## src/design/sialu_pkg.sv

```systemverilog
package sialu_pkg;

  typedef enum logic [2:0] {
    FUNC_ADD = 3'd0,
    FUNC_SUB = 3'd1,
    FUNC_MUL = 3'd2,
    FUNC_DIV = 3'd3,
    FUNC_REM = 3'd4
  } func_e;

  // Control that travels down the pipeline next to each beat.
  typedef struct packed {
    logic valid;
    logic sel_res;   // add, subtract or multiply: the result is carried as is
    logic sel_quo;   // divide
    logic sel_rem;   // remainder
    logic neg_quo;   // operand signs differ
    logic neg_rem;   // dividend is negative
    logic zero_div;  // divide or remainder with a zero divisor
  } ctl_t;

endpackage

```

## src/design/sialu_finish.sv

```systemverilog
module sialu_finish
  import sialu_pkg::*;
#(
  parameter int unsigned W = 32
) (
  input  logic                clk_i,
  input  logic                rst_ni,
  input  ctl_t                ctl_i,
  input  logic [W-1:0]        res_i,
  input  logic [W-1:0]        rem_i,
  input  logic [W-1:0]        quo_i,
  output logic                done_o,
  output logic signed [W-1:0] result_value_o,
  output logic                zero_divisor_o
);

  logic [W-1:0] value_d;
  logic         done_d;

  assign done_d = ctl_i.valid;

  always_comb begin
    value_d = '0;
    if (ctl_i.sel_res) begin
      value_d = res_i;
    end else if (ctl_i.zero_div) begin
      value_d = '0;
    end else if (ctl_i.sel_quo) begin
      value_d = ctl_i.neg_quo ? (W'(0) - quo_i) : quo_i;
    end else if (ctl_i.sel_rem) begin
      value_d = ctl_i.neg_rem ? (W'(0) - rem_i) : rem_i;
    end
  end

  always_ff @(posedge clk_i or negedge rst_ni) begin
    if (!rst_ni) begin
      done_o <= 1'b0;
    end else begin
      done_o <= done_d;
    end
  end

  always_ff @(posedge clk_i) begin
    result_value_o <= value_d;
    zero_divisor_o <= ctl_i.zero_div;
  end

endmodule

```

## config.mk

```make
export PLATFORM = sky130hd
export DESIGN_NAME = sialu_finish
export DESIGN_NICKNAME = d
export VERILOG_FILES = /design/src/design/sialu_pkg.sv /design/src/design/sialu_finish.sv
export SDC_FILE = /design/constraint.sdc
export NUM_CORES = 1
export LEC_CHECK = 0
export BUFFER_PORTS_ARGS = -buffer_cell sky130_fd_sc_hd__buf_2
export CAP_MARGIN = 20
export CORE_MARGIN = 2
export CORE_UTILIZATION = 28
export DETAILED_ROUTE_END_ITERATION = 6
export HOLD_SLACK_MARGIN = 0.05
export SYNTH_ARGS = -nofsm -noshare
export SYNTH_HDL_FRONTEND = slang
export SYNTH_SLANG_ARGS = --single-unit
export TNS_END_PERCENT = 50
```

## constraint.sdc

```tcl
create_clock -name clk_i -period 0.8 [get_ports clk_i]
set_input_delay 0.16 -clock clk_i [delete_from_list [all_inputs] [get_ports clk_i]]
set_output_delay 0.16 -clock clk_i [all_outputs]
set_load 0.01 [all_outputs]
```

# Yosys cells after proc, flatten, opt, wreduce, memory -nomap -nowiden
# Cells that the tools add are included.
# totals
reg_bits,34
in_bits,105
out_inout_bits,34
word_cells,11
# classes
n_addsub,2
muxes,6
# op_table
cell,count
32-bit two-way mux,6
"1-bit by 32-bit subtractor with 32-bit output, first input constant",2

# Longest topological paths before layout
# logic_depth
depth_word,6
ltp_mapped,7
ltp_nobuf,7

# Worst setup path after synthesis
# OpenSTA, ideal clock, no wires.
# synth_path
path_kind,input -> register
start,input port rem_i[14]
end,register result_value_o[30]
setup_time_ns,0.137
arrival_time_ns,1.924
required_time_ns,0.663
setup_slack_ns,-1.261
cell_stages,6
cell_sequence,or4_4 -> or4_4 -> buf_6 -> o41ai_4 -> xor2_1 -> o221ai_1
# synth_via
elab_chain_cells,6
# synth_lines
element,line,text
from (decl),sialu_finish.sv:10,"input logic [W-1:0] rem_i,"
1-bit by 32-bit subtractor with 32-bit output,sialu_finish.sv:31,value_d = ctl_i.neg_rem ? (W'(0) - rem_i) : rem_i;
32-bit two-way mux,sialu_finish.sv:31,
32-bit two-way mux,sialu_finish.sv:30,end else if (ctl_i.sel_rem) begin
32-bit two-way mux,sialu_finish.sv:28,end else if (ctl_i.sel_quo) begin
32-bit two-way mux,sialu_finish.sv:26,end else if (ctl_i.zero_div) begin
32-bit two-way mux,sialu_finish.sv:24,if (ctl_i.sel_res) begin
named net value_d[30],sialu_finish.sv:17,logic [W-1:0] value_d;
to (signal assigned),sialu_finish.sv:44,result_value_o <= value_d;
to (decl),sialu_finish.sv:13,"output logic signed [W-1:0] result_value_o,"
# The timed path passes the listed nets, and every way through them passes these cells.

# Worst setup path in the final report
# layout_path
start,input port rem_i[9]
end,register result_value_o[21]
# Same word-level chain as after synthesis.

==> summary.txt <==
Crit Path Class -> input port to flip-flop
Final Hold Fails -> 0
CP required -> 0.99 ns
DR vias -> 3941
Number of global-route vias before repair -> 4059
Fmax -> 0.5196 GHz
Number of placed instances, taps included -> 733
Post-Syn Area -> 2843 um^2
Pint -> 3838 uW
Leak Pwr -> 0.002605 uW
Ant. Diodes -> 0
CP Cell Sequence -> buf_6, or4_4, or4_4, buf_4, o41ai_4, xor2_1, o221ai_1
Critical path startpoint -> rem_i[9]
# setup viols final -> 65
Worst rel slew slack -> 0.7426
Number of synthesized flops with an enable pin -> 0
RSZ-0062 raised after global routing -> yes
Finished Core Util -> 0.5813
Sw Pwr -> 2023 uW
Root buffer cell -> clkbuf_8
Per-cell routed wire length -> 17.05 um
Met2 WL -> 6386 um
PortBufs -> 138
Worst hold margin -> 0.05336 ns
DRC -> 0
Overflow after GRT -> 0
Synthesis-to-finish area growth -> 100.8%
Buf/Inv on CP -> 2
Power Density -> 1027 nW/um^2
Top post-synthesis cells by count -> dfxtp_1 (33), nand2_1 (33), o21ai_0 (28), xor2_1 (28), xnor2_1 (21)
Actual slew at the worst max-slew pin -> 0.3812 ns
Core box area -> 9819 um^2
Fraction of registers with async set/reset -> 0.02941
Starting Density -> 0.2895
Share of the synthesized area in the top cell type -> 0.2324
I/O pin cnt -> 139
GPL Wtd Cong -> 0.9067
Die height -> 104.8 um
HP Class -> input port to flip-flop
First-pass GRT wire length -> 20280 um
Post-Route WL -> 13060 um
First drt pass iteration count -> 5
Switching Fraction -> 0.3452
Row count -> 36
Combinational share of power -> 0.413
Share of power burned in registers -> 0.326
Placed instance area -> 4623 um^2
Final Slew Violations -> 0
Gr usage total -> 0.2274
Max-capacitance violation count -> 0
Synth Flop Type -> dfxtp_1
Final WS setup -> -1.125 ns
Layout cells sized above 1 -> 0.6114
Setup_tns -> -29.14 ns
Critical path endpoint -> result_value_o[21]$_DFF_P_
Hold Path Depth -> 3
Startpoint Class -> input port
Crit path DAT -> 2.11 ns
Max VDD drop -> 0.6450 mV
Critical Path End Type -> flip-flop
Worst-path clk slew -> 0.10 ns
Final min period -> 1.925 ns
Cell mode on critical path -> or4_4
Crit. path cell count -> 7
Synthesized flop and latch total -> 34
Initial antenna violation count -> 0
Num CTS Buffers -> 5
DP HPWL -> 9726 um
Syn avg cell area -> 8.053 um^2
DRT antenna net count -> 0
Synth Instances -> 353
Power share of the clock group -> 0.262
Chip width -> 104.8 um
Final Cycle Share -> 2.406
Synth area leaders -> dfxtp_1 (23%), xor2_1 (8.6%), xnor2_1 (6.5%)
Pin count of the biggest net entering global routing -> 22
Post-Synthesis Net Count -> 460
Netlist cell types -> 57
Via density -> 5.145
Die footprint -> 10970 um^2
Final cell count without fillers -> 766
Layout Nets -> 739
H-Tree Depth -> 2
Violated checks -> negative setup slack
Drt first-iter violations -> 247
CP max stage cell -> or4_4
CTS tree -> yes
Uppermost layer routed -> met4
Status -> finished with violations
Clk buf depth -> 2
Worst Path Max Fanout -> 6
Sink Count -> 34
Yosys Warn Count -> 0
Register area share after synthesis -> 0.2412
Yosys top cell by area -> dfxtp_1
Crit path largest cell delay -> 0.58 ns
Crit-path leading delay family -> simple AND/OR/NAND/NOR gates
Met3 wire length -> 700 um
Fin area -> 5708 um^2
WL met1 -> 5737 um
stage by stage:
stage	power, uW	worst slack (ns)
after global routing	6093	-1.196
after CTS	5641	-1.083
final	5861	-1.125
after global placement	3792	-1.465
after floorplan	2672	-1.261
after detailed placement	3816	-1.520
logic make-up (layout without fill, tap and decap cells):
family / Yosys count / in the layout / synth area share
and+or+nand+nor: 122 / 122 / 0.2408
AOI/OAI and AO/OA: 108 / 108 / 0.2874
xor gates and xnor gates: 49 / 49 / 0.1510
DFF: 34 / 34 / 0.2412
buffers and inverters: 30 / 310 / 0.04226
muxes: 8 / 8 / 0.02861
adders and majority gates: 2 / 2 / 0.008801
what timing repair did:
item | CTS | global route
endpoints found under the hold margin | 2 | 0
endpoints found under the setup margin | 65 | 66
buffers inserted | 16 | 8
hold buffers | 2 | 0
gates resized for setup | 108 | 57
pin swaps | 63 | 31
sequential cells by signal, indices dropped and copies added, names as in the netlist:
| name | cells |
|---|---|
| result_value_o | 32 |
| done_o | 1 |
| zero_divisor_o | 1 |
placed cells by master, fill, tap and decap left out, drive strengths merged, types with 2 or more instances in the layout:
cell         instances
ha                   2
a41oi                2
nand4                3
nor4b                2
a22oi               14
nand2b               7
dfxtp               33
nor4                11
o221ai              12
or4                  7
inv                  8
xnor2               21
clkbuf               6
clkinvlp             2
xor2                28
nand3                7
nand4b               2
a21oi                6
nand3b               2
mux2i                7
nor3                13
or2                  5
nor2                15
o211ai               6
o21ai               29
or3                  8
nor2b                3
buf                292
dlygate4sd3          2
a31oi                4
o41ai               16
o31ai                8
nand2               33
per-layer routing:
layer  up-vias  GRT usage
li1       1908          -
met1      1861     0.3057
met2       155     0.3757
met3        17    0.02682
met4         0    0.07810
met5         -          0
worst min-delay path by stage:
stage | start | endpoint | slack (ns)
final | res_i[25] | result_value_o[25]$_DFF_P_ | 0.05
after global routing | ctl_i[0] | zero_divisor_o$_DFF_P_ | 0.05
after CTS | ctl_i[0] | zero_divisor_o$_DFF_P_ | 0.05
after detailed placement | rst_ni | done_o$_DFF_PN0_ | -0.06
after global placement | rst_ni | done_o$_DFF_PN0_ | -0.07
after floorplan | rst_ni | done_o$_DFF_PN0_ | -0.14
cell type report:
cell class                 instances  area [um^2]
multi-input combinational        289         2556
inverter                           8        41.29
sequential                        34        703.2
fill                             895         4111
clock buffer                       6        82.58
clock inverter                     2        16.27
timing repair buffer             294         2142
tap                              133        166.4
power by group through the flow:
stage	Sequential [uW]	Combinational [uW]	Clock, uW
2_1_floorplan	1990	682	0
3_3_place_gp	1920	1870	0
3_5_place_dp	1920	1900	0
4_1_cts	1900	2210	1530
5_1_grt	1920	2580	1600
6_report	1910	2420	1530
(Power assumes the default switching activity.)
