==> config.mk <==
export PLATFORM = sky130hd
export DESIGN_NAME = sialu_div_stage
export DESIGN_NICKNAME = d
export VERILOG_FILES = /design/src/design/sialu_pkg.sv /design/src/design/sialu_div_stage.sv
export SDC_FILE = /design/constraint.sdc
export NUM_CORES = 1
export LEC_CHECK = 0
export BUFFER_PORTS_ARGS = -buffer_cell sky130_fd_sc_hd__buf_2
export CAP_MARGIN = 20
export CORE_ASPECT_RATIO = 0.6
export CORE_MARGIN = 3
export CORE_UTILIZATION = 40
export CTS_BUF_LIST = sky130_fd_sc_hd__clkbuf_4
export DETAILED_ROUTE_END_ITERATION = 7
export MAX_ROUTING_LAYER = met4
export PLACE_DENSITY = 0.8
export RECOVER_POWER = 50
export SLEW_MARGIN = 20
export SYNTH_ARGS = -nofsm -noshare
export SYNTH_HDL_FRONTEND = slang
export SYNTH_SLANG_ARGS = --single-unit
==> constraint.sdc <==
create_clock -name clk_i -period 0.81 [get_ports clk_i]
set_clock_uncertainty 0.05 [all_clocks]
set_input_delay 0.1215 -clock clk_i [delete_from_list [all_inputs] [get_ports clk_i]]
set_output_delay 0.1215 -clock clk_i [all_outputs]
set_load 0.1 [all_outputs]
==> src/design/sialu_pkg.sv <==
package sialu_pkg;

  typedef enum logic [2:0] {
    FUNC_ADD = 3'd0,
    FUNC_SUB = 3'd1,
    FUNC_MUL = 3'd2,
    FUNC_DIV = 3'd3,
    FUNC_REM = 3'd4
  } func_e;

  // Control that travels down the pipeline next to each beat.
  typedef struct packed {
    logic valid;
    logic sel_res;   // add, subtract or multiply: the result is carried as is
    logic sel_quo;   // divide
    logic sel_rem;   // remainder
    logic neg_quo;   // operand signs differ
    logic neg_rem;   // dividend is negative
    logic zero_div;  // divide or remainder with a zero divisor
  } ctl_t;

endpackage

==> src/design/sialu_div_stage.sv <==
module sialu_div_stage
  import sialu_pkg::*;
#(
  parameter int unsigned W = 32
) (
  input  logic         clk_i,
  input  logic         rst_ni,
  input  ctl_t         ctl_i,
  input  logic [W-1:0] res_i,
  input  logic [W-1:0] rem_i,
  input  logic [W-1:0] dq_i,
  input  logic [W-1:0] div_i,
  output ctl_t         ctl_o,
  output logic [W-1:0] res_o,
  output logic [W-1:0] rem_o,
  output logic [W-1:0] dq_o,
  output logic [W-1:0] div_o
);

  // One restoring step: dividend bits shift out of the top of dq while
  // quotient bits shift in at the bottom.
  logic [W:0]   trial;
  logic [W:0]   diff;
  logic         fits;
  logic [W-1:0] rem_d, dq_d;

  assign trial = {rem_i, dq_i[W-1]};
  assign diff  = trial - {1'b0, div_i};
  assign fits  = ~diff[W];
  assign rem_d = fits ? diff[W-1:0] : trial[W-1:0];
  assign dq_d  = {dq_i[W-2:0], fits};

  always_ff @(posedge clk_i or negedge rst_ni) begin
    if (!rst_ni) begin
      ctl_o <= '0;
    end else begin
      ctl_o <= ctl_i;
    end
  end

  always_ff @(posedge clk_i) begin
    res_o <= res_i;
    rem_o <= rem_d;
    dq_o  <= dq_d;
    div_o <= div_i;
  end

endmodule

==> results of run 1 <==
routing by layer:
layer,GRT overflow,GRT usage [%]
met5,-,-
met2,465,112
met4,173,96.7
met1,1,79.8
met3,3,65.3
Yosys cell counts (2+ instances only):
library cell and number:
nor2b_1 5, o21a_1 6, nand2b_1 5, o2111ai_1 2, dfxtp_1 128, a21boi_0 2, o21ai_0 24, o31ai_1 5
and2_1 3, a21o_1 15, and3_1 6, xnor2_1 14, a21oi_1 34, buf_6 3, clkbuf_1 11, nor3_1 4
o211ai_1 8, mux2_4 18, ha_1 32, dfrtp_1 7, and4_1 2, o21bai_1 5, a31oi_1 2, nand3_1 11
xor2_1 10, nor2_1 16, a211oi_1 4, inv_1 41, o41ai_1 2, nand4_1 7, nand2_1 44
metrics by stage:
step           setup TNS (ns)  worst slack (ns)  hold slack (ns)  instance area (um^2)  util, %
4_1_cts               -100.86             -1.18           -0.399                 11900     96.3
3_5_place_dp           -63.18             -2.04          -0.0888                  9790     79.1
2_1_floorplan          -55.89             -1.63           -0.224                  5450        -
3_3_place_gp           -58.76             -1.83          -0.0916                  9790     79.1
cells by family after synthesis:
logic type      Yosys count
compound gates          120
xor+xnor                 24
fa+ha+maj                33
buf+inv                  57
flops                   135
mux                      18
simple gates            108
timing repair:
| action | 4_1_cts |
|---|---|
| pin swaps | 35 |
| hold endpoints to repair | 141 |
| buffers inserted | 13 |
| hold buffers | 131 |
| cloned | 2 |
| endpoints found under the setup margin | 168 |
| gates resized for setup | 87 |
==> results.py, run 1 <==
metrics = {
    "clock_network": {
        "cts.sinks": 135,
        "ctsLongestPathBuffers": 2,
        "clockRootBuffer": "clkbuf_4",
        "ctsHtreeMaxLevel": 4,
        "cts_buffers": 17,
    },
    "place": {
        "place_hpwl_mm": 16.0,
        "io_buffers": 271,
        "gp_congestion": 0.943,
        "dp_cells": 1026,
    },
    "synth": {
        "synthArstFlopShare_pct": 5.19,
        "synth_edf_count": 0,
        "yosys.area_share.simple_pct": 9.98,
        "synth_xor_area_share_pct": 4.05,
        "synth_fa_ha_area_share_pct": 8.10,
        "synth_cell_type_count": 50,
        "synthMuxAreaShare_pct": 5.21,
        "synth_flop_cell": "dfxtp_1",
        "synth_top_family_by_area": "compound AO/OA/AOI/OAI gates",
        "syn_area_per_cell_um2": 10.5,
        "synth_compound_area_share_pct": 15.4,
        "ys_seq_area_share_pct": 52.7,
        "synth_seq_cells": 135,
        "syn-cell-area_um2": 5190,
        "yosys.area.top_type_share_pct": 49.4,
        "yosysWarnings": 0,
        "synth_area_leader_cell": "dfxtp_1",
        "synthCells": 495,
        "synth_area_leaders": "dfxtp_1, ha_1, mux2_4, dfrtp_1, a21oi_1",
        "synth_nets": 665,
    },
    "outcome": {
        "error": "[ERROR GRT-0232] Routing congestion too high. Check the congestion heatmap in the GUI.",
        "stop_stage": "global routing",
        "status": "did not finish",
    },
    "die": {
        "die_w_um": 153,
        "rows": 31,
        "pin_count": 272,
        "die_h_um": 94.2,
        "start_util_pct": 42.0,
    },
    "global_routing": {
        "grt_max_degree": 17,
        "track_usage_pct": 88.0,
        "grt.overflow.total": 642,
    },
    "timing": {
        "worstEndpointType": "sequential cell input",
        "grt_repair_worst_endpoint": "rem_o[7]$_DFF_P_/D",
    },
}
==> run 2: changes to the inputs <==
- CORE_ASPECT_RATIO: 0.6 -> default
- CORE_UTILIZATION: 40 -> 25
- CTS_BUF_LIST: sky130_fd_sc_hd__clkbuf_4 -> default
- MAX_ROUTING_LAYER: met4 -> default
- PLACE_DENSITY: 0.8 -> default
- PLACE_DENSITY_LB_ADDON: default -> 0.15
==> run 2 against run 1 <==
The flow now finishes, with violations (hold timing, setup timing). Synthesized area is the same. Synthesized cell count did not move.
==> results.py, run 2 <==
metrics = {
    "run": {
        "timing.max_cap.violations": 0,
    },
    "place": {
        "place_ws_ns": -2.03,
        "io_buffers": 271,
        "place_hpwl_mm": 16.2,
        "dp_cells": 1141,
        "placed_area_um2": 10000,
        "gp_congestion": 0.835,
    },
    "synth": {
        "synth_top_family_by_area": "compound AO/OA/AOI/OAI gates",
        "synthMuxAreaShare_pct": 5.21,
        "syn-cell-area_um2": 5190,
        "synth_most_common_cell": "dfxtp_1",
        "synth_edf_count": 0,
        "synth_area_leaders": "dfxtp_1, ha_1, mux2_4, dfrtp_1, a21oi_1",
        "synth_compound_area_share_pct": 15.4,
        "yosys.area.top_type_share_pct": 49.4,
        "syn_area_per_cell_um2": 10.5,
        "ys_seq_area_share_pct": 52.7,
        "yosys-top-cells-count": "dfxtp_1, nand2_1, inv_1",
        "synth_nets": 665,
        "yosys.area_share.simple_pct": 9.98,
        "synthCells": 495,
        "synthArstFlopShare_pct": 5.19,
        "synth_flop_cell": "dfxtp_1",
        "synth_xor_area_share_pct": 4.05,
        "synth_cell_type_count": 50,
        "synth_fa_ha_area_share_pct": 8.10,
        "synth_seq_cells": 135,
        "synth_area_leader_cell": "dfxtp_1",
        "yosysWarnings": 0,
    },
    "global_routing": {
        "grt.met3_usage_pct": 6.02,
        "grt_max_degree": 17,
        "grt.overflow.total": 0,
        "grt_pass1_vias": 6049,
        "grt_pass1_wl_mm": 32.4,
        "grt_use_met2_pct": 33.9,
        "gr-usage-met1_pct": 20.8,
        "antenna_found_initial": 3,
        "track_usage_pct": 18.6,
        "top_usage_layer": "met2",
    },
    "outcome": {
        "status": "finished, violations left",
        "violations": "hold timing, setup timing",
    },
    "min_path": {
        "hp-start": "rem_i[27]",
        "hold_path_class": "in -> reg",
    },
    "clock_network": {
        "cts.sinks": 135,
        "cts_tree": "yes",
        "cts_buffers": 17,
        "holdBufCountCts": 123,
        "ctsLongestPathBuffers": 2,
        "clockRootBuffer": "clkbuf_16",
        "clk_pin_slew_ns": 0.06,
        "ctsHtreeMaxLevel": 4,
    },
    "timing": {
        "hold_viol_final": 4,
        "drv_slew": 0,
        "post-route-min-period_ns": 2.18,
        "finalSetupViolations": 168,
        "fin_ws_ns": -1.37,
        "worst_pin_slew_ns": 0.422,
        "fin_crit_sh_pct": 269,
        "relSlewSlack_pct": 71.6,
        "max_freq_ghz": 0.459,
        "rsz0062_at_grt": "true",
        "timing.hold.ws_ns": -0.0113,
    },
    "drt": {
        "wire_per_inst_um": 16.0,
        "drt_iter0_drc": 152,
        "vias_per_cell": 4.25,
        "postRouteAntennaNets": 0,
        "first_pass_iters": 4,
        "vias": 5577,
        "drc": 0,
        "wirelength_mm": 21.0,
    },
    "finish": {
        "layout_commonest_cell": "buf_12",
        "final_cells": 1313,
        "multi_input_area_um2": 2420,
        "drive_gt1_share_pct": 59.2,
        "design_area_um2": 12200,
        "seqCellArea_um2": 2930,
        "final_cell_mix": "buf_12, buf_4, dfxtp_2",
        "fill_cells": 1680,
        "syn_to_final_growth_pct": 134,
        "finalNetCount": 1198,
    },
    "pwr": {
        "powerDensity_nw_per_um2": 2210,
        "power.total_mw": 26.9,
        "cellLeakagePower_nw": 5.69,
        "ir_drop_mv": 1.44,
    },
    "die": {
        "core_um2": 20300,
        "pin_count": 272,
        "die_h_um": 150,
        "dieArea_um2": 22500,
        "die_w_um": 150,
        "start_util_pct": 25.6,
        "rows": 52,
    },
    "setup_path": {
        "slowest_delay_ns": 0.36,
        "critPathKind": "in -> reg",
        "startpoint_type": "input port",
        "startpoint": "div_i[13]",
        "cp_max_fo": 7,
        "slowest_stage": "a221o_1",
        "worstPathRequired_ns": 1.05,
        "cp_cell_sequence": "buf_8, inv_4, ha_4, a21oi_4, o211ai_1, a221o_1, a211o_1, o211ai_1, o211ai_4, inv_4, buf_12, buf_12, mux2_4",
        "arrival_ns": 2.42,
        "cp-end-kind": "flop",
        "critPathCapture": "rem_o[16]$_DFF_P_",
    },
}
## run 2: cell counts after synthesis
Identical to the previous run, type by type.
## run 2: critical path: cells and delay by family
family / cells / cell delay [ns]
mux: 1 / 0.30
fa+ha+maj: 1 / 0.20
compound gates: 6 / 1.30
buf+inv: 5 / 0.49
## run 2: repair_timing
item                                    in CTS  in global routing
cloned                                       1                  0
endpoints found under the setup margin     168                168
buffers inserted                            12                  3
resized for setup                           54                 10
pin swaps                                   20                  6
endpoints found under the hold margin      138                  7
## run 2: kinds of logic after synthesis
group,Yosys count
multiplexers,18
buffers and inverters,57
XOR/XNOR,24
AND/OR/NAND/NOR,108
adder cells (fa/ha/maj),33
flip-flops,135
AO/OA/AOI/OAI,120
## run 2: worst min path at each step
| stage | endpoint | cells past startpoint |
|---|---|---|
| 5_1_grt | rem_o[16]$_DFF_P_ | 3 |
| 6_report | rem_o[28]$_DFF_P_ | 3 |
| 3_5_place_dp | ctl_o[4]$_DFF_PN0_ | 1 |
| 4_1_cts | rem_o[28]$_DFF_P_ | 3 |
| 2_1_floorplan | ctl_o[0]$_DFF_PN0_ | 0 |
| 3_3_place_gp | ctl_o[4]$_DFF_PN0_ | 1 |
## run 2: stage by stage
step	utilization [%]	TNS (ns)
3_3_place_gp	49.3	-62.55
3_5_place_dp	49.3	-64.56
2_1_floorplan	-	-55.89
6_report	59.9	-81.50
5_1_grt	59.9	-88.99
4_1_cts	59.7	-85.00
## run 2: report_power, final
group / internal [mW] / total (mW) / switching (mW)
Clock: 4.26 / 7.35 / 3.08
Sequential: 7.44 / 7.98 / 0.542
Combinational: 4.86 / 11.6 / 6.72
Total: 16.6 / 26.9 / 10.3
## run 2: metal layers
metal	wire (um)	vias to the layer above
li1	-	2791
met1	8180	2550
met2	10800	213
met3	1760	19
met4	242	4
met5	21	-
## run 2: cell type report
class | instances | share of cell area [%]
timing repair buffer | 529 | 47.2
sequential | 135 | 24.1
multi-input combinational | 303 | 19.9
clock buffer | 19 | 3.56
tap | 270 | 2.78
inverter | 42 | 1.44
clock inverter | 13 | 1.02
antenna | 2 | 0.0412
(Power assumes the default switching activity.)
