===== config.mk =====
export PLATFORM = sky130hd
export DESIGN_NAME = sialu_prep
export DESIGN_NICKNAME = d
export VERILOG_FILES = /design/src/design/sialu_pkg.sv /design/src/design/sialu_prep.sv
export SDC_FILE = /design/constraint.sdc
export NUM_CORES = 2
export LEC_CHECK = 0
export ABC_AREA = 1
export BUFFER_PORTS_ARGS = -buffer_cell sky130_fd_sc_hd__clkbuf_2
export CORE_ASPECT_RATIO = 0.7
export CORE_MARGIN = 1.5
export CORE_UTILIZATION = 58
export DETAILED_ROUTE_END_ITERATION = 8
export GPL_TIMING_DRIVEN = 1
export PLACE_DENSITY_LB_ADDON = 0.3
export SKIP_CTS_REPAIR_TIMING = 1
export SLEW_MARGIN = 40
export SYNTH_ARGS = -nofsm -noshare
export SYNTH_HDL_FRONTEND = slang
export SYNTH_SLANG_ARGS = --single-unit
export TNS_END_PERCENT = 5

===== constraint.sdc =====
create_clock -name clk_i -period 3.4 [get_ports clk_i]
set_input_delay 0.17 -clock clk_i [delete_from_list [all_inputs] [get_ports clk_i]]
set_output_delay 0.17 -clock clk_i [all_outputs]
set_load 0.05 [all_outputs]

===== src/design/sialu_pkg.sv =====
package sialu_pkg;

  typedef enum logic [2:0] {
    FUNC_ADD = 3'd0,
    FUNC_SUB = 3'd1,
    FUNC_MUL = 3'd2,
    FUNC_DIV = 3'd3,
    FUNC_REM = 3'd4
  } func_e;

  // Control that travels down the pipeline next to each beat.
  typedef struct packed {
    logic valid;
    logic sel_res;   // add, subtract or multiply: the result is carried as is
    logic sel_quo;   // divide
    logic sel_rem;   // remainder
    logic neg_quo;   // operand signs differ
    logic neg_rem;   // dividend is negative
    logic zero_div;  // divide or remainder with a zero divisor
  } ctl_t;

endpackage


===== src/design/sialu_prep.sv =====
module sialu_prep
  import sialu_pkg::*;
#(
  parameter int unsigned W = 32
) (
  input  logic                clk_i,
  input  logic                rst_ni,
  input  logic                valid_i,
  input  logic [2:0]          func_i,
  input  logic signed [W-1:0] operand_a_i,
  input  logic signed [W-1:0] operand_b_i,
  output ctl_t                ctl_o,
  output logic [W-1:0]        res_o,
  output logic [W-1:0]        mag_a_o,
  output logic [W-1:0]        mag_b_o
);

  localparam int unsigned LO  = W / 2;
  localparam int unsigned HI  = W - LO;
  localparam int unsigned LO2 = 2 * LO;

  // First stage: decode, add or subtract, magnitudes and partial products.
  ctl_t          ctl_a_d, ctl_a_q;
  logic          mul_a_d, mul_a_q;
  logic [W-1:0]  res_a_d, res_a_q;
  logic [W-1:0]  mag_a_d, mag_a_q;
  logic [W-1:0]  mag_b_d, mag_b_q;
  logic [LO2-1:0] pp_ll_d, pp_ll_q;
  logic [HI-1:0] pp_hl_d, pp_hl_q;
  logic [HI-1:0] pp_lh_d, pp_lh_q;

  logic [LO-1:0] a_lo, b_lo;
  logic [HI-1:0] a_hi, b_hi;
  logic          a_neg, b_neg, b_zero;

  assign a_lo   = operand_a_i[LO-1:0];
  assign b_lo   = operand_b_i[LO-1:0];
  assign a_hi   = operand_a_i[W-1:LO];
  assign b_hi   = operand_b_i[W-1:LO];
  assign a_neg  = operand_a_i[W-1];
  assign b_neg  = operand_b_i[W-1];
  assign b_zero = (operand_b_i == '0);

  always_comb begin
    ctl_a_d         = '0;
    ctl_a_d.valid   = valid_i;
    ctl_a_d.neg_quo = a_neg ^ b_neg;
    ctl_a_d.neg_rem = a_neg;
    mul_a_d         = 1'b0;
    res_a_d         = operand_a_i + operand_b_i;
    case (func_e'(func_i))
      FUNC_ADD: begin
        ctl_a_d.sel_res = 1'b1;
      end
      FUNC_SUB: begin
        ctl_a_d.sel_res = 1'b1;
        res_a_d         = operand_a_i - operand_b_i;
      end
      FUNC_MUL: begin
        ctl_a_d.sel_res = 1'b1;
        mul_a_d         = 1'b1;
      end
      FUNC_DIV: begin
        ctl_a_d.sel_quo  = 1'b1;
        ctl_a_d.zero_div = b_zero;
      end
      FUNC_REM: begin
        ctl_a_d.sel_rem  = 1'b1;
        ctl_a_d.zero_div = b_zero;
      end
      default: begin
        ctl_a_d.sel_res = 1'b0;
      end
    endcase
  end

  assign mag_a_d = a_neg ? (W'(0) - operand_a_i) : operand_a_i;
  assign mag_b_d = b_neg ? (W'(0) - operand_b_i) : operand_b_i;

  // The low word of the product needs only the low-by-low product and the
  // low bits of the two cross products.
  assign pp_ll_d = LO2'(a_lo) * LO2'(b_lo);
  assign pp_hl_d = a_hi * HI'(b_lo);
  assign pp_lh_d = HI'(a_lo) * b_hi;

  always_ff @(posedge clk_i or negedge rst_ni) begin
    if (!rst_ni) begin
      ctl_a_q <= '0;
    end else begin
      ctl_a_q <= ctl_a_d;
    end
  end

  always_ff @(posedge clk_i) begin
    mul_a_q <= mul_a_d;
    res_a_q <= res_a_d;
    mag_a_q <= mag_a_d;
    mag_b_q <= mag_b_d;
    pp_ll_q <= pp_ll_d;
    pp_hl_q <= pp_hl_d;
    pp_lh_q <= pp_lh_d;
  end

  // Second stage: assemble the product.
  logic [HI-1:0] cross_sum;
  logic [W-1:0]  prod;
  logic [W-1:0]  res_b_d, res_b_q;

  assign cross_sum = pp_hl_q + pp_lh_q;
  assign prod      = W'(pp_ll_q) + {cross_sum, {LO{1'b0}}};
  assign res_b_d   = mul_a_q ? prod : res_a_q;

  ctl_t ctl_b_q;

  always_ff @(posedge clk_i or negedge rst_ni) begin
    if (!rst_ni) begin
      ctl_b_q <= '0;
    end else begin
      ctl_b_q <= ctl_a_q;
    end
  end

  always_ff @(posedge clk_i) begin
    res_b_q <= res_b_d;
    mag_a_o <= mag_a_q;
    mag_b_o <= mag_b_q;
  end

  assign ctl_o = ctl_b_q;
  assign res_o = res_b_q;

endmodule


# Word-level counts from Yosys, hierarchy flattened
# Index checks and enable logic that the tools add are counted.
# totals
register_bits,271
input_bits,70
# op_classes
eq_ne,4
n_bitwise,1
n_mux,9
multipliers,3
addsub,6
reduce_logical,4
# ops
op,n
$add A32 B32 Y32,2
$mux W32,2
$sub A1 B32 Y32 const A,2
$mux W31,2
$logic_not A32 Y1,1
$mul A16 B16 Y16,2
$mul A16 B16 Y32,1
$sub A32 B32 Y32,1
$add A16 B16 Y16,1
$eq A3 B2 Y1 const B,2
$mux W1,5
$eq A3 B1 Y1 const B,1
$eq A3 B3 Y1 const B,1
$logic_not A3 Y1,1
$reduce_or A3 Y1,1
$reduce_or A2 Y1,1
$xor A1 B1 Y1,1

# Longest topological paths before layout
# depth
depth_word,3
ltp_mapped,28
ltp_nobuf,26

# Worst setup path before layout
# OpenSTA, ideal clock, no wires.
# synth_path
path_type,input port to flip-flop
startpoint,in operand_b_i[14]
endpoint,reg pp_ll_q[30]
n_path_buf,3
path_slack_ns,-2.217
arrival_ns,5.491
required_ns,3.274
setup_time_ns,0.126
path_stages,23
path_cell_list,clkbuf_1 clkbuf_1 buf_1 nand2_1 fa_1 fa_1 inv_1 fa_1 fa_1 fa_1 inv_1 fa_1 inv_1 ha_1 nand2_1 inv_1 a21oi_1 o21ai_0 nand2_1 nand3_1 a21boi_0 o211ai_1 xor2_1
# synth_between
elab_chain_cells,1
# synth_lines
element,line_no,text
start: declaration,sialu_prep.sv:11,"input logic signed [W-1:0] operand_b_i,"
$mul A16 B16 Y32,sialu_prep.sv:82,assign pp_ll_d = LO2'(a_lo) * LO2'(b_lo);
named net pp_ll_d[30],sialu_prep.sv:28,"logic [LO2-1:0] pp_ll_d, pp_ll_q;"
end signal: assignment,sialu_prep.sv:99,pp_ll_q <= pp_ll_d;
end: declaration,sialu_prep.sv:28,
# The timed path passes the listed nets, and every way through them passes these cells.
# A chain may end at the register's enable or synchronous reset.

# Worst setup path after layout
# layout_path
startpoint,in operand_a_i[6]
endpoint,reg pp_ll_q[27]
# layout_between
elab_chain_cells,1
# layout_lines
element,line_no,text
start: declaration,sialu_prep.sv:10,"input logic signed [W-1:0] operand_a_i,"
$mul A16 B16 Y32,sialu_prep.sv:82,
named net pp_ll_d[27],sialu_prep.sv:28,
# The timed path passes the listed nets, and every way through them passes these cells.

==> flow_summary.json <==
{
  "placed_area_um2": 33110,
  "syn-cell-area_um2": 27870,
  "ys.flop_type": "dfxtp_1",
  "startpoint_type": "input pin",
  "slowest_delay_ps": 570,
  "start_util": 0.5942,
  "utilization": 0.7470,
  "hold_path_end": "mag_b_q[29]",
  "antenna_found_initial": 7,
  "r2r_cells": 21,
  "path_max_fanout": 9,
  "r2r-end": "res_o[31]",
  "synth.distinct_cells": 49,
  "n_fill_cell": 3422,
  "async_flop_share": 0.05166,
  "critPathBufInv": 6,
  "cts_buffers": 28,
  "post-route-period-util": 1.404,
  "holdWs_ps": 0.7471,
  "stdcell_area_um2": 35040,
  "synth-seq-area-share": 0.1972,
  "hp-start": "operand_b_i[29]",
  "fp.dieArea_um2": 49400,
  "synth_top_area_frac": 0.2564,
  "drc": 0,
  "cts_tree": "done",
  "post_route_cells_drive_above_1_share": 0.2158,
  "dp_hpwl_um": 74790,
  "setup_violations": 53,
  "seq_area_um2": 5495,
  "reg2reg_slack_ps": -120,
  "path_common_cell": "fa_1",
  "fin_crit_ps": 4773,
  "hold_viol": 0,
  "cts_max_path_buffers": 3,
  "die_h_um": 186.4,
  "route.vias.total": 25690,
  "syn_nets": 4263,
  "ys_ff_latch": 271,
  "port_buffers": 172,
  "fin_cells": 4798,
  "synth_edf_count": 0,
  "grt_max_degree": 60,
  "coreArea_um2": 46910,
  "vias_per_cell": 5.354,
  "netlist_top_cells_area": "fa_1, dfxtp_1, nand2_1",
  "violations": "setup timing",
  "wl_per_cell_um": 19.34,
  "worst_pin_slew_ps": 662.2,
  "fmax_ghz": 0.2095,
  "grt_usage": 0.3634,
  "p_per_area_nw_per_um2": 1203,
  "path_cells": "buf_8 -> buf_6 -> nand2_1 -> fa_1 -> inv_1 -> fa_1 -> fa_1 -> fa_1 -> fa_1 -> inv_2 -> fa_1 -> inv_2 -> ha_4 -> nand2_4 -> nor2_4 -> nor3b_4 -> nand4_1 -> nand3_2 -> a21o_1 -> a21oi_2 -> buf_4 -> xnor2_2",
  "status": "complete, but fails checks",
  "area_delta_synth_final_pct": 25.70,
  "yosys.area.top_type": "fa_1",
  "clkSinkCount": 271,
  "multi_input_area_um2": 19250,
  "rsz0062_at_grt": "yes",
  "crit_arrival_ps": 5240,
  "clk_pin_slew_ps": 60,
  "io_pins": 173,
  "syn_inst": 3570,
  "grt-ovfl-total": 0,
  "critPathKind": "input pin to flip-flop",
  "place_inst": 4724,
  "cts.htree.levels": 1,
  "clock_latency_ps": 610,
  "grt_pass1_vias": 24250,
  "place_ws_ps": -2182,
  "num-nets-final": 4855,
  "worst_slew_margin_rel": 0.5585,
  "dr.pass1.iters": 6,
  "final_max_slew_viol_count": 0,
  "place_congestion": 1.053,
  "p_leak_nw": 20.06,
  "rows": 66,
  "end_kind": "flip-flop",
  "hold_path_class": "input pin to flip-flop",
  "hold_depth": 4,
  "critPathTopFamily": "adder cells",
  "clock_skew_ps": 42.32,
  "yosysMostFrequentCell": "nand2_1",
  "grt_pass1_wl_um": 137400,
  "setup_ws_ps": -1373,
  "fin_tns_setup_ps": -42820,
  "root_buffer": "clkbuf_16",
  "synth_common_cells": "nand2_1, inv_1, fa_1",
  "die_width_um": 265.0,
  "initialDrtViolationCount": 3166,
  "drv_cap": 0,
  "slowest_stage": "fa_1",
  "p_total_mw": 42.14,
  "ant_nets": 0,
  "drt-total-wl_um": 92810,
  "ys_warn_count": 0,
  "r2r_start": "pp_hl_q[0]",
  "postSynthAreaPerCell_um2": 7.808,
  "crit_required_ps": 3870,
  "peakVddDrop_v": 0.002140
}
==> layout by cell type (no fill, tap or decap), drive strengths merged, types with 61 or more instances in the layout <==
cell type,count
buf,551
nor2,135
nand2,895
nand3,61
xnor2,70
ha,266
clkbuf,184
dfxtp,257
fa,357
inv,864
xor2,124
o21ai,134
a21oi,124
==> area by class of cell <==
type,count,share of cell area
Clock buffer,33,0.02139
Tap cell,612,0.02185
Antenna cell,2,0.0001428
Sequential cell,271,0.1568
Clock inverter,19,0.005964
Inverter,861,0.09224
Multi-Input combinational cell,2287,0.5493
Timing Repair Buffer,713,0.1522
==> worst max path at each step <==
stage / cells after the start / startpoint / endpoint / slack, ps
after floorplan: 21 / operand_b_i[20] / pp_lh_q[14] / -1610
after global placement: 22 / operand_a_i[6] / pp_ll_q[30] / -2110
after detailed placement: 22 / operand_a_i[6] / pp_ll_q[30] / -2180
after CTS: 22 / operand_a_i[6] / pp_ll_q[30] / -1590
after global routing: 23 / operand_a_i[5] / pp_ll_q[27] / -1530
final: 22 / operand_a_i[6] / pp_ll_q[27] / -1370
==> kinds of logic after synthesis <==
logic type	count (synthesis)	synth area share
XOR/XNOR	194	0.06123
adder cells (fa/ha/maj)	623	0.3758
buffers and inverters	1012	0.1371
AO/OA/AOI/OAI	317	0.06199
AND/OR/NAND/NOR	1153	0.1667
flip-flops	271	0.1972
==> state kept, by name, summed over array words and instances (netlist names) <==
signal   count
ctl_a_q      7
ctl_o        7
mag_a_o     32
mag_a_q     32
mag_b_o     32
mag_b_q     32
mul_a_q      1
pp_hl_q     16
pp_lh_q     16
pp_ll_q     32
res_a_q     32
res_o       32
==> worst min-delay path, delay by kind of cell <==
family | cells | cell delay [ps]
AND/OR/NAND/NOR | 1 | 60
buffers and inverters | 2 | 250
AO/OA/AOI/OAI | 1 | 70
==> per-layer routing <==
layer | routed length (um) | GRT usage | up-vias
met5 | 44 | 0 | -
met1 | 38340 | 0.5401 | 12200
li1 | - | - | 11730
met4 | 3723 | 0.1024 | 6
met2 | 38520 | 0.5245 | 1508
met3 | 12190 | 0.08855 | 244
==> power breakdown <==
part / switching [mW] / total (mW) / leakage (nW) / internal, mW
Combinational: 19.0 / 34.3 / 17.3 / 15.3
Clock: 1.49 / 3.25 / 0.460 / 1.76
Sequential: 0.412 / 4.62 / 2.34 / 4.21
Total: 20.9 / 42.1 / 20.1 / 21.3
Power figures use the tool's default switching activity.
